### src/hbse_pkg.sv
// Shared types, mode tables and register map of the Hamming byte-stream encoder.
// Used by every module of the block; depends on nothing.

package hbse_pkg;

	localparam int MAX_DATA_BITS_DEF = 64;
	localparam int MODE_COUNT        = 5;
	localparam int CW_MAX_W          = 71;
	localparam int APB_DATA_W        = 32;
	localparam int APB_ADDR_W        = 3;

	// Register word index of code_mode.
	localparam logic REG_CODE_MODE = 1'b0;

	// code_mode values.
	localparam logic [2:0] MODE_K8  = 3'd0;
	localparam logic [2:0] MODE_K12 = 3'd1;
	localparam logic [2:0] MODE_K16 = 3'd2;
	localparam logic [2:0] MODE_K32 = 3'd3;
	localparam logic [2:0] MODE_K64 = 3'd4;

	// Control from the gather stage to the codeword holder.
	typedef struct packed {
		logic       load;
		logic [2:0] mode;
	} hbse_blk_t;

	// Data bits per block. An undefined mode reports a size that no build can reach.
	function automatic logic [6:0] mode_k(input logic [2:0] mode);
		logic [6:0] k;
		unique case (mode)
			MODE_K8:  k = 7'd8;
			MODE_K12: k = 7'd12;
			MODE_K16: k = 7'd16;
			MODE_K32: k = 7'd32;
			MODE_K64: k = 7'd64;
			default:  k = 7'd127;
		endcase
		return k;
	endfunction

	// Codeword length in bits.
	function automatic logic [6:0] mode_n(input logic [2:0] mode);
		logic [6:0] n;
		unique case (mode)
			MODE_K8:  n = 7'd12;
			MODE_K12: n = 7'd17;
			MODE_K16: n = 7'd21;
			MODE_K32: n = 7'd38;
			MODE_K64: n = 7'd71;
			default:  n = 7'd0;
		endcase
		return n;
	endfunction

	// Significant bits per output byte.
	function automatic logic [3:0] mode_bpb(input logic [2:0] mode);
		logic [3:0] b;
		unique case (mode)
			MODE_K8:  b = 4'd6;
			MODE_K12: b = 4'd1;
			MODE_K16: b = 4'd7;
			MODE_K32: b = 4'd2;
			MODE_K64: b = 4'd1;
			default:  b = 4'd1;
		endcase
		return b;
	endfunction

	// Output bytes per codeword.
	function automatic logic [6:0] mode_nbytes(input logic [2:0] mode);
		logic [6:0] nb;
		unique case (mode)
			MODE_K8:  nb = 7'd2;
			MODE_K12: nb = 7'd17;
			MODE_K16: nb = 7'd3;
			MODE_K32: nb = 7'd19;
			MODE_K64: nb = 7'd71;
			default:  nb = 7'd0;
		endcase
		return nb;
	endfunction

endpackage

### src/hbse_byte_if.sv
// Input channel of the encoder: one raw byte per transfer.
// Stands alone; no package needed.

interface hbse_byte_if;
	logic       valid;
	logic       ready;
	logic [7:0] data_byte;

	modport source (output valid, output data_byte, input ready);
	modport sink   (input valid, input data_byte, output ready);
endinterface

### src/hbse_group_if.sv
// Output channel of the encoder: one group of up to eight code bytes per transfer.
// Stands alone; no package needed.

interface hbse_group_if;
	logic        valid;
	logic        ready;
	logic [63:0] out_bytes;
	logic [3:0]  byte_count;
	logic        last_group;

	modport source (output valid, output out_bytes, output byte_count, output last_group,
		input ready);
	modport sink   (input valid, input out_bytes, input byte_count, input last_group,
		output ready);
endinterface

### src/hbse_gather.sv
// Bit gatherer: shifts input bytes into an accumulator and cuts out full data blocks.
// Depends on hbse_pkg and hbse_byte_if.

module hbse_gather import hbse_pkg::*; #(
	parameter int MAX_DATA_BITS = MAX_DATA_BITS_DEF
) (
	input  logic                     clk,
	input  logic                     arst_n,
	hbse_byte_if.sink                byte_in,
	input  logic [2:0]               mode,
	input  logic                     cfg_clear,
	input  logic                     cw_free,
	output hbse_blk_t                blk_ctl,
	output logic [MAX_DATA_BITS-1:0] blk
);

	localparam int ACC_W = MAX_DATA_BITS + 8;

	logic [ACC_W-1:0] acc_q;
	logic [ACC_W-1:0] acc_next;
	logic [6:0]       cnt_q;
	logic [6:0]       cnt_sum;
	logic [6:0]       rest;
	logic [6:0]       k;
	logic             mode_ok;
	logic             complete;
	logic             take;

	assign k        = mode_k(mode);
	assign mode_ok  = (k <= 7'(MAX_DATA_BITS));
	assign cnt_sum  = cnt_q + 7'd8;
	assign complete = (cnt_sum >= k);
	assign rest     = cnt_sum - k;
	assign acc_next = {acc_q[ACC_W-9:0], byte_in.data_byte};

	// An undefined mode swallows bytes; a completing byte waits for a free codeword slot.
	assign byte_in.ready = !mode_ok || !complete || cw_free;
	assign take          = byte_in.valid && byte_in.ready && mode_ok;

	// Fewer than eight bits remain after a cut, so the block shift is three bits wide.
	assign blk          = MAX_DATA_BITS'(acc_next >> rest[2:0]);
	assign blk_ctl.load = take && complete;
	assign blk_ctl.mode = mode;

	always_ff @(posedge clk or negedge arst_n) begin
		if (!arst_n) begin
			cnt_q <= '0;
		end else if (cfg_clear) begin
			cnt_q <= '0;
		end else if (take) begin
			cnt_q <= complete ? rest : cnt_sum;
		end
	end

	// Bits above the count are never read, so the accumulator needs no clearing.
	always_ff @(posedge clk) begin
		if (take) begin
			acc_q <= acc_next;
		end
	end

endmodule

### src/hbse_encode.sv
// Codeword builder: places data bits and even parity bits for every mode and selects one.
// Depends on hbse_pkg.

module hbse_encode import hbse_pkg::*; #(
	parameter int MAX_DATA_BITS = MAX_DATA_BITS_DEF
) (
	input  logic [2:0]                 mode,
	input  logic [MAX_DATA_BITS-1:0]   blk,
	output logic [MAX_DATA_BITS+6:0]   cw
);

	logic [63:0]         blk64;
	logic [CW_MAX_W-1:0] cw_mode [MODE_COUNT];

	assign blk64 = 64'(blk);

	// Bit pos-1 of a codeword holds position pos. Data fill the positions that are not
	// powers of two, first data bit lowest; parity p covers positions with bit p set.
	always_comb begin
		int         d;
		int         k;
		int         n;
		logic [CW_MAX_W-1:0] dat;
		logic       par;
		for (int m = 0; m < MODE_COUNT; m++) begin
			k   = int'(mode_k(3'(m)));
			n   = int'(mode_n(3'(m)));
			d   = 0;
			dat = '0;
			for (int pos = 1; pos <= CW_MAX_W; pos++) begin
				if (pos <= n && (pos & (pos - 1)) != 0) begin
					dat[pos-1] = blk64[6'(k - 1 - d)];
					d = d + 1;
				end
			end
			cw_mode[m] = dat;
			for (int p = 0; p < 7; p++) begin
				par = 1'b0;
				for (int pos = 1; pos <= CW_MAX_W; pos++) begin
					if (((pos >> p) & 1) != 0) begin
						par = par ^ dat[pos-1];
					end
				end
				if ((1 << p) <= n) begin
					cw_mode[m][(1 << p) - 1] = par;
				end
			end
		end
	end

	always_comb begin
		logic [CW_MAX_W-1:0] sel;
		unique case (mode)
			MODE_K8:  sel = cw_mode[0];
			MODE_K12: sel = cw_mode[1];
			MODE_K16: sel = cw_mode[2];
			MODE_K32: sel = cw_mode[3];
			MODE_K64: sel = cw_mode[4];
			default:  sel = '0;
		endcase
		cw = sel[MAX_DATA_BITS+6:0];
	end

endmodule

### src/hbse_emit.sv
// Group emitter: holds one codeword and sends it out as groups of up to eight bytes.
// Depends on hbse_pkg and hbse_group_if.

module hbse_emit import hbse_pkg::*; #(
	parameter int MAX_DATA_BITS = MAX_DATA_BITS_DEF
) (
	input  logic                     clk,
	input  logic                     arst_n,
	input  hbse_blk_t                blk_ctl,
	input  logic [MAX_DATA_BITS+6:0] cw,
	output logic                     cw_free,
	hbse_group_if.source             group_out
);

	localparam int CW_W = MAX_DATA_BITS + 7;

	logic [CW_W-1:0] sh_q;
	logic [CW_W-1:0] sh_next;
	logic [2:0]      mode_q;
	logic [6:0]      rem_q;
	logic            cw_v_q;
	logic            out_v_q;
	logic [63:0]     out_bytes_q;
	logic [3:0]      count_q;
	logic            last_q;

	logic [63:0]     win;
	logic [63:0]     grp;
	logic [63:0]     grp_mode [MODE_COUNT];
	logic [3:0]      grp_count;
	logic            grp_last;
	logic            out_load;

	assign win = 64'(sh_q);

	// The earliest codeword bit of each byte lands in its most significant used bit.
	always_comb begin
		int bpb;
		for (int m = 0; m < MODE_COUNT; m++) begin
			bpb = int'(mode_bpb(3'(m)));
			grp_mode[m] = '0;
			for (int b = 0; b < 8; b++) begin
				for (int j = 0; j < 8; j++) begin
					if (j < bpb) begin
						grp_mode[m][b*8 + bpb - 1 - j] = win[b*bpb + j];
					end
				end
			end
		end
	end

	always_comb begin
		unique case (mode_q)
			MODE_K8:  grp = grp_mode[0];
			MODE_K12: grp = grp_mode[1];
			MODE_K16: grp = grp_mode[2];
			MODE_K32: grp = grp_mode[3];
			MODE_K64: grp = grp_mode[4];
			default:  grp = '0;
		endcase
	end

	// Only the one- and two-bit modes span several groups.
	always_comb begin
		unique case (mode_q)
			MODE_K32: sh_next = sh_q >> 16;
			default:  sh_next = sh_q >> 8;
		endcase
	end

	assign grp_last  = (rem_q <= 7'd8);
	assign grp_count = grp_last ? rem_q[3:0] : 4'd8;
	assign out_load  = cw_v_q && (!out_v_q || group_out.ready);
	assign cw_free   = !cw_v_q || (out_load && grp_last);

	always_ff @(posedge clk or negedge arst_n) begin
		if (!arst_n) begin
			cw_v_q <= 1'b0;
		end else if (blk_ctl.load) begin
			cw_v_q <= 1'b1;
		end else if (out_load && grp_last) begin
			cw_v_q <= 1'b0;
		end
	end

	always_ff @(posedge clk) begin
		if (blk_ctl.load) begin
			sh_q   <= cw;
			mode_q <= blk_ctl.mode;
			rem_q  <= mode_nbytes(blk_ctl.mode);
		end else if (out_load) begin
			sh_q  <= sh_next;
			rem_q <= rem_q - 7'd8;
		end
	end

	always_ff @(posedge clk or negedge arst_n) begin
		if (!arst_n) begin
			out_v_q <= 1'b0;
		end else if (out_load) begin
			out_v_q <= 1'b1;
		end else if (group_out.ready) begin
			out_v_q <= 1'b0;
		end
	end

	always_ff @(posedge clk) begin
		if (out_load) begin
			out_bytes_q <= grp;
			count_q     <= grp_count;
			last_q      <= grp_last;
		end
	end

	assign group_out.valid      = out_v_q;
	assign group_out.out_bytes  = out_bytes_q;
	assign group_out.byte_count = count_q;
	assign group_out.last_group = last_q;

endmodule

### src/hamming_byte_stream_encoder.sv
// Top level of the Hamming byte-stream encoder: register port and stage wiring.
// Depends on hbse_pkg, hbse_byte_if, hbse_group_if, hbse_gather, hbse_encode, hbse_emit.
//
//   channel    | direction | payload                                  | protocol
//   -----------+-----------+------------------------------------------+------------------
//   byte_in    | in        | data_byte[7:0]                           | valid/ready
//   group_out  | out       | out_bytes[63:0], byte_count[3:0], last   | valid/ready
//   APB        | in/out    | code_mode at word 0                      | setup + access
//
// A byte is taken in every cycle unless it completes a block while the emitter is busy; a
// completing byte is encoded in the same cycle into the codeword register. The first group
// enters the output register once that is empty or being read, and one group follows per
// cycle while the output is ready. A codeword holds the emitter until its last group (one,
// three or nine) is loaded. In the 64-bit mode nine groups follow every eight bytes.
// Reset clears the gathered bit count, the mode (to the 8-bit block size) and both valid
// flags; a write to code_mode also restarts block gathering. A stalled output holds its group.

module hamming_byte_stream_encoder import hbse_pkg::*; #(
	parameter int MAX_DATA_BITS = MAX_DATA_BITS_DEF
) (
	input  logic                  clk,
	input  logic                  arst_n,
	hbse_byte_if.sink             byte_in,
	hbse_group_if.source          group_out,
	input  logic                  psel,
	input  logic                  penable,
	input  logic                  pwrite,
	input  logic [APB_ADDR_W-1:0] paddr,
	input  logic [APB_DATA_W-1:0] pwdata,
	output logic [APB_DATA_W-1:0] prdata,
	output logic                  pready
);

	logic [2:0]               mode_q;
	logic                     cfg_clear;
	logic                     cw_free;
	hbse_blk_t                blk_ctl;
	logic [MAX_DATA_BITS-1:0] blk;
	logic [MAX_DATA_BITS+6:0] cw;

	// The register file has a single word. Byte-lane bits of the address are ignored,
	// and a write to any other word changes nothing.
	assign pready    = 1'b1;
	assign cfg_clear = psel && penable && pwrite && pready
		&& (paddr[APB_ADDR_W-1] == REG_CODE_MODE);
	assign prdata    = (paddr[APB_ADDR_W-1] == REG_CODE_MODE)
		? APB_DATA_W'(mode_q) : '0;

	always_ff @(posedge clk or negedge arst_n) begin
		if (!arst_n) begin
			mode_q <= MODE_K8;
		end else if (cfg_clear) begin
			mode_q <= pwdata[2:0];
		end
	end

	// Gathering: bytes enter the accumulator, and a full block leaves combinationally.
	hbse_gather #(
		.MAX_DATA_BITS (MAX_DATA_BITS)
	) u_gather (
		.clk       (clk),
		.arst_n    (arst_n),
		.byte_in   (byte_in),
		.mode      (mode_q),
		.cfg_clear (cfg_clear),
		.cw_free   (cw_free),
		.blk_ctl   (blk_ctl),
		.blk       (blk)
	);

	// Encoding: data placement and parity trees between the accumulator and codeword register.
	hbse_encode #(
		.MAX_DATA_BITS (MAX_DATA_BITS)
	) u_encode (
		.mode (mode_q),
		.blk  (blk),
		.cw   (cw)
	);

	// Emission: the codeword register is sliced into groups behind the output register.
	hbse_emit #(
		.MAX_DATA_BITS (MAX_DATA_BITS)
	) u_emit (
		.clk       (clk),
		.arst_n    (arst_n),
		.blk_ctl   (blk_ctl),
		.cw        (cw),
		.cw_free   (cw_free),
		.group_out (group_out)
	);

endmodule
### src/flat_wrapper.sv
// flat-port wrapper written by rule: the top's interface ports become plain ports
module hamming_byte_stream_encoder_flat import hbse_pkg::*;
#(
	parameter int MAX_DATA_BITS = MAX_DATA_BITS_DEF
)
  (clk, arst_n, psel, penable, pwrite, paddr, pwdata, prdata, pready, byte_in_valid, byte_in_data_byte, byte_in_ready, group_out_valid, group_out_out_bytes, group_out_byte_count, group_out_last_group, group_out_ready);
  hbse_byte_if byte_in_i ();
  hbse_group_if group_out_i ();
  input  logic clk;
  input  logic arst_n;
  input  logic psel;
  input  logic penable;
  input  logic pwrite;
  input  logic [APB_ADDR_W-1:0] paddr;
  input  logic [APB_DATA_W-1:0] pwdata;
  output logic [APB_DATA_W-1:0] prdata;
  output logic pready;
  input wire logic [$bits(byte_in_i.valid)-1:0] byte_in_valid;
  input wire logic [$bits(byte_in_i.data_byte)-1:0] byte_in_data_byte;
  output wire logic [$bits(byte_in_i.ready)-1:0] byte_in_ready;
  output wire logic [$bits(group_out_i.valid)-1:0] group_out_valid;
  output wire logic [$bits(group_out_i.out_bytes)-1:0] group_out_out_bytes;
  output wire logic [$bits(group_out_i.byte_count)-1:0] group_out_byte_count;
  output wire logic [$bits(group_out_i.last_group)-1:0] group_out_last_group;
  input wire logic [$bits(group_out_i.ready)-1:0] group_out_ready;
  assign byte_in_i.valid = byte_in_valid;
  assign byte_in_i.data_byte = byte_in_data_byte;
  assign byte_in_ready = byte_in_i.ready;
  assign group_out_valid = group_out_i.valid;
  assign group_out_out_bytes = group_out_i.out_bytes;
  assign group_out_byte_count = group_out_i.byte_count;
  assign group_out_last_group = group_out_i.last_group;
  assign group_out_i.ready = group_out_ready;
  hamming_byte_stream_encoder #(.MAX_DATA_BITS(MAX_DATA_BITS)) u_core (.clk(clk), .arst_n(arst_n), .byte_in(byte_in_i), .group_out(group_out_i), .psel(psel), .penable(penable), .pwrite(pwrite), .paddr(paddr), .pwdata(pwdata), .prdata(prdata), .pready(pready));
endmodule
### config.mk
export PLATFORM = sky130hd
export DESIGN_NAME = hamming_byte_stream_encoder_flat
export DESIGN_NICKNAME = d
export VERILOG_FILES = /design/src/hbse_pkg.sv /design/src/hbse_byte_if.sv /design/src/hbse_group_if.sv /design/src/hbse_gather.sv /design/src/hbse_encode.sv /design/src/hbse_emit.sv /design/src/hamming_byte_stream_encoder.sv /design/src/flat_wrapper.sv
export SDC_FILE = /design/constraint.sdc
export NUM_CORES = 1
export LEC_CHECK = 0
export CAP_MARGIN = 10
export CORE_MARGIN = 5
export CORE_UTILIZATION = 50
export CTS_BUF_LIST = sky130_fd_sc_hd__clkbuf_4 sky130_fd_sc_hd__clkbuf_8
export DETAILED_ROUTE_END_ITERATION = 8
export DONT_BUFFER_PORTS = 1
export GPL_ROUTABILITY_DRIVEN = 0
export PLACE_DENSITY = 0.68
export RECOVER_POWER = 25
export SLEW_MARGIN = 10
export SYNTH_ARGS = -nofsm -noshare
export SYNTH_HDL_FRONTEND = slang
export SYNTH_HIERARCHICAL = 1
export SYNTH_SLANG_ARGS = --single-unit
export TNS_END_PERCENT = 100
### constraint.sdc
create_clock -name clk -period 4.9 [get_ports clk]
set_input_delay 0.98 -clock clk [delete_from_list [all_inputs] [get_ports clk]]
set_output_delay 0.98 -clock clk [all_outputs]
set_load 0.1 [all_outputs]
==> results of run 1 <==
==> timing repair <==
item                                    in CTS  in global routing
pin swaps                                    0                  2
resized for setup                            2                 15
buffers inserted                             0                  3
endpoints found under the setup margin       2                  5
==> path summary, 6_finish.rpt <==
check,startpoint,end,depth (start not counted)
worst max-delay path,u_core/mode_q[2]$_DFFE_PN0P_,u_core/u_emit/sh_q[3]$_DFFE_PP_,20
worst min-delay path,arst_n,u_core/u_gather/cnt_q[4]$_DFFE_PN0P_,0
worst max register to register,u_core/mode_q[2]$_DFFE_PN0P_,u_core/u_emit/sh_q[3]$_DFFE_PP_,20
worst min register to register,u_core/u_gather/acc_q[22]$_DFFE_PP_,u_core/u_gather/acc_q[30]$_DFFE_PP_,0
max in group asynchronous,arst_n,u_core/mode_q[0]$_DFFE_PN0P_,0
min in group clk,u_core/u_gather/acc_q[22]$_DFFE_PP_,u_core/u_gather/acc_q[30]$_DFFE_PP_,0
==> state kept, by name, summed over array words and instances (netlist names) <==
register	count
u_core/u_emit/sh_q	71
u_core/u_emit/group_out.valid	1
u_core/u_emit/mode_q	3
u_core/u_emit/group_out.byte_count	4
u_core/u_gather/cnt_q	7
u_core/u_emit/group_out.out_bytes	56
u_core/mode_q	3
u_core/u_emit/rem_q	7
u_core/u_gather/acc_q	31
u_core/u_emit/cw_v_q	1
u_core/u_emit/group_out.last_group	1
==> metrics by stage <==
step	util	hold WS, ns	area, um^2
2_1_floorplan	-	0.436	12700
3_3_place_gp	0.513	0.451	12800
3_5_place_dp	0.513	0.458	12800
4_1_cts	0.530	0.172	13200
5_1_grt	0.533	0.160	13300
6_report	0.533	0.196	13300
==> layout by cell type, fill, tap and decap left out, types with 12 or more instances in the layout <==
cell type / n
edfxtp_1: 173
nand2_1: 108
mux2i_1: 97
xnor2_1: 62
o21ai_1: 57
buf_4: 51
and2_1: 51
nor2_1: 49
conb_1: 38
mux2_2: 37
o21ai_0: 36
a21oi_1: 33
a22o_1: 32
xor2_1: 28
and3_1: 20
clkbuf_8: 17
nor2b_1: 17
mux4_2: 17
nand2b_1: 15
inv_1: 14
o22ai_1: 12
==> layer usage <==
| metal | vias to the layer above | share of wire | wire length [um] |
|---|---|---|---|
| li1 | 4002 | - | - |
| met1 | 4053 | 0.44 | 12700 |
| met2 | 348 | 0.47 | 13800 |
| met3 | 27 | 0.074 | 2130 |
| met4 | 0 | 0.014 | 395 |
| met5 | - | 0 | 0 |
==> layout make-up <==
type | count | area (um^2) | share of cell area
Clock buffer | 17 | 234 | 0.0176
Timing Repair Buffer | 59 | 502 | 0.0377
Inverter | 15 | 58.8 | 0.00442
Clock inverter | 15 | 185 | 0.0139
Sequential cell | 185 | 5500 | 0.413
Multi-Input combinational cell | 843 | 6410 | 0.482
Tap cell | 330 | 413 | 0.0311
==> worst max-delay path: cells and delay by family, from the launching register on <==
| family | cells | cell delay (ns) |
|---|---|---|
| simple gates | 6 | 1.05 |
| compound gates | 4 | 0.61 |
| flops | 1 | 0.39 |
| fa+ha+maj | 2 | 0.80 |
| mux | 2 | 0.33 |
| xor+xnor | 2 | 0.65 |
| buf+inv | 4 | 0.52 |
==> impl_results.md, run 1 <==
- CP most frequent cell: o21ai_1
- Clock buffer depth: 2
- Initial antenna violation count: 1
- CTS tree: built
- H-tree depth: 4
- Core Area: 0.0250 mm^2
- Met2 Use GR: 0.331
- Status: complete, but fails checks
- Met1 usage: 0.286
- Crit path max-delay cell type: fa_2
- Clock transition at the registers of the reported paths: 0.10 ns
- Hold Buf Count CTS: 0
- Dpl ws: 0.00438 ns
- Sink Count: 185
- Vias in the first global route: 7971
- Vias per cell: 5.76
- Setup ws final: 0.279 ns
- Largest net degree at the start of global routing: 153
- Reg2reg setup slack: 0.28 ns
- Unrepaired setup endpoints after global routing: false
- Headroom to the max-slew limit: -1.08
- CP Data Required Time: 5.09 ns
- Fin crit share: 0.943
- I/O pin count: 154
- Iteration-0 DRC count of the detailed router: 808
- Crit-path max cell delay: 0.61 ns
- Post-route insts no fill: 1464
- Synth warnings: 6
- Crit path DAT: 4.82 ns
- Root buffer cell: clkbuf_8
- Nets: 1181
- Total grt overflow: 0
- First-pass GRT wire length: 45.9 mm
- Die height: 169 um
- Startpoint Class: flip-flop
- Layer with the highest usage: met2
- Setup crit end kind: flip-flop
- Number of port buffers: 0
- Mean Syn Cell Area: 11.0 um^2
- Wire length per cell: 19.8 um
- Post-Syn Instances: 1147
- DR vias: 8430
- Setup_tns: 0 ns
- Max-Cap Viols: 2
- Core Rows: 58
- Die Wd: 169 um
- Worst-Skew Late Latency: 0.47 ns
- Initial Util: 0.504
- # setup viols final: 0
- Fillers: 2161
- Number of buffers created by CTS: 17
- Worst-Margin Slew: 3.12 ns
- Failing checks: max-capacitance violations, max-slew violations
- CP Class: flip-flop to flip-flop
- GR Layer Usage met3: 0.0360
- Fin. max-slew vios: 94
- Max Fclk: 216 MHz
- Gr usage total: 0.203
- Ratio of cells with drive above 1 in the final layout: 0.166
- Critical-path maximum fanout: 15
- Worst hold path type: input port to async pin
- Fin crit period: 4.62 ns
- ANT cells: 0
- Placed Cells: 1429
- Layout area overhead: 5.58%
- # DRC: 0
- DRT antenna net count: 0
- Critical-path cell list: o21ai_2 > inv_1 > ha_1 > inv_1 > fa_2 > buf_4 > buf_4 > nor2_1 > nor2_1 > nand2_1 > o21ai_1 > xnor3_1 > xor2_1 > or2_2 > mux2i_2 > o21ai_1 > mux2i_1 > or3_1 > nand2_1 > o21ai_1
- WL final: 29.0 mm
- Fin. Hold Viols: 0
- Synth Cell Area: 0.0126 mm^2
- Full die area: 0.0285 mm^2
- Setup Skew: 0.0300 ns
- Post-DP HPWL: 20.8 mm
- DR pass1 iterations: 5
Power of run 1 is not shown: default switching activity piles up to over one toggle a cycle in this logic, so the estimate is an artifact.
==> run 2: changes to the inputs <==
--- a/config.mk
+++ b/config.mk
@@ -17,6 +17,5 @@
 export SLEW_MARGIN = 10
 export SYNTH_ARGS = -nofsm -noshare
 export SYNTH_HDL_FRONTEND = slang
-export SYNTH_HIERARCHICAL = 1
 export SYNTH_SLANG_ARGS = --single-unit
 export TNS_END_PERCENT = 100
==> impl_results.md, run 2 <==
- DRT antenna net count: 0
- Count leader, synth: edfxtp_1
- Total grt overflow: 0
- DR vias: 7808
- Critical-path maximum fanout: 7
- Initial antenna violation count: 1
- CP Data Required Time: 5.11 ns
- Cell taking the most area after synthesis: edfxtp_1
- ANT cells: 0
- Top cells by area, synth: edfxtp_1 (43%), mux2i_1 (11%), mux4_2 (6.3%), xnor2_1 (4.8%), o21ai_0 (2.6%)
- Vias in the first global route: 7598
- GR Layer Usage met3: 0.0457
- Setup crit end kind: flip-flop
- Gr usage total: 0.208
- Post-Syn Instances: 983
- Post-CTS Setup Inserts: 0
- Crit path DAT: 4.82 ns
- H-tree depth: 4
- Max reg flops: 71
- Wire length per cell: 21.4 um
- Most frequent cells in the layout: edfxtp_1 (173), mux2i_1 (129), xnor2_1 (65)
- Unrepaired setup endpoints after global routing: false
- Layer with the highest usage: met2
- Met1 usage: 0.287
- Met2 Use GR: 0.333
- # DRC: 0
- # setup viols final: 0
- Max-Cap Viols: 0
- Synth Cell Area: 0.0121 mm^2
- Seq. cell area: 0.00550 mm^2
- Fin crit period: 4.62 ns
- Root buffer cell: clkbuf_8
- Reg with most FFs: u_core.u_emit.sh_q
- Commonest cells post-synth: edfxtp_1 (173), mux2i_1 (130), xnor2_1 (66)
- Full die area: 0.0273 mm^2
- Mean Syn Cell Area: 12.3 um^2
- Synth warnings: 0
- Post-DP HPWL: 20.4 mm
- Fin. Hold Viols: 0
- Count of cell types in the netlist: 64
- #FFs+latches synth: 185
- Initial Util: 0.511
- WL final: 28.1 mm
- Startpoint Class: flip-flop
- Clock transition at the registers of the reported paths: 0.10 ns
- Largest net degree at the start of global routing: 80
- Primary FF master, synth: edfxtp_1
- Post-synth ARST share: 0.0649
- CTS tree: built
- Max Fclk: 217 MHz
- EDFF count, synth: 173
- Worst-Skew Late Latency: 0.48 ns
- Sink Count: 185
- Sequential share of the synthesized area: 0.455
- DR pass1 iterations: 5
- Vias per cell: 5.96
- R2r startpoint: u_core.mode_q[0]$_DFFE_PN0P_
- Ratio of cells with drive above 1 in the final layout: 0.156
- Layout area overhead: 6.75%
- Crit path max-delay cell type: fa_2
- Number of port buffers: 0
- I/O pin count: 154
- Die height: 165 um
- Fin. max-slew vios: 0
- Fin crit share: 0.942
- Commonest non-fill, non-tap cell in the layout: edfxtp_1
- Headroom to the max-slew limit: 0.0116
- Nets: 1040
- Critical-path cell list: o21ai_0 > buf_4 > inv_1 > ha_1 > fa_2 > buf_4 > mux4_2 > mux2i_2 > xor3_1 > xnor3_1 > xnor3_1 > nor2_1 > nor4_1 > a21oi_1
- Area fraction of the dominant cell type after synthesis: 0.431
- Worst-Margin Slew: 1.48 ns
- Worst hold path type: input port to async pin
- Clock buffer depth: 2
- Core Rows: 56
- First-pass GRT wire length: 43.7 mm
- Worst setup startpoint: u_core.mode_q[0]$_DFFE_PN0P_
- Setup_tns: 0 ns
- Fillers: 2018
- Setup Skew: 0.0143 ns
- Core Area: 0.0236 mm^2
- Area occupied by multi-input gates: 0.00608 mm^2
- Crit-path max cell delay: 0.65 ns
- Number of buffers created by CTS: 17
- Status: finished clean
- Hold Buf Count CTS: 0
- Iteration-0 DRC count of the detailed router: 749
- CP Class: flip-flop to flip-flop
- Die Wd: 165 um
==> run 2: final timing paths <==
| path | slack (ns) | cells after the start | end |
|---|---|---|---|
| setup / recovery | 0.28 | 14 | u_core.u_emit.sh_q[15]$_DFFE_PP_ |
| min in group clk | 0.49 | 0 | u_core.u_gather.acc_q[21]$_DFFE_PP_ |
| setup reg to reg | 0.28 | 14 | u_core.u_emit.sh_q[15]$_DFFE_PP_ |
| hold reg to reg | 0.49 | 0 | u_core.u_gather.acc_q[21]$_DFFE_PP_ |
| hold / removal | 0.18 | 0 | u_core.u_gather.cnt_q[5]$_DFFE_PN0P_ |
| max in group asynchronous | 4.65 | 0 | u_core.u_gather.cnt_q[6]$_DFFE_PN0P_ |
==> run 2: logic make-up after synthesis <==
group                      after synthesis  share of synthesized area
xor gates and xnor gates               115                      0.112
DFF                                    185                      0.455
buffers and inverters                  126                     0.0571
AOI/OAI and AO/OA                      180                     0.0956
and+or+nand+nor                        183                     0.0767
adders and majority gates               11                     0.0120
other                                    2                   0.000622
muxes                                  181                      0.191
==> run 2: layout make-up <==
| type | instances | area share |
|---|---|---|
| tap | 319 | 0.0310 |
| inverter | 17 | 0.00495 |
| multi-input combinational | 708 | 0.472 |
| clock buffer | 17 | 0.0182 |
| clock inverter | 15 | 0.0139 |
| timing repair buffer | 50 | 0.0337 |
| sequential | 185 | 0.427 |
==> run 2: timing repair <==
item,CTS,global route
resized for setup,0,4
endpoints found under the setup margin,0,3
endpoints found under the hold margin,0,0
==> run 2: per-stage QoR <==
step	hold WS (ns)	setup WS [ns]	instances	area, um^2	util
final	0.178	0.283	1311	12900	0.546
after global routing	0.135	0.0553	1311	12900	0.546
after CTS	0.153	0.168	1311	12900	0.545
after detailed placement	0.473	0.223	1279	12500	0.528
after global placement	0.460	0.282	1279	12500	0.528
after floorplan	0.423	0.135	1019	12200	-
==> run 2: layer usage <==
metal	routed length (um)	vias up
met5	13	-
met4	609	2
met3	1870	46
met2	13700	287
met1	11900	3862
li1	-	3611
==> run 2: critical path: cells and delay by family (launching register included) <==
| kind | cells | cell delay, ns |
|---|---|---|
| buf+inv | 3 | 0.43 |
| fa+ha+maj | 2 | 0.88 |
| xor+xnor | 3 | 1.35 |
| compound gates | 2 | 0.28 |
| mux | 2 | 0.60 |
| flops | 1 | 0.39 |
| simple gates | 2 | 0.41 |
Power of run 2 is left out for the same reason.
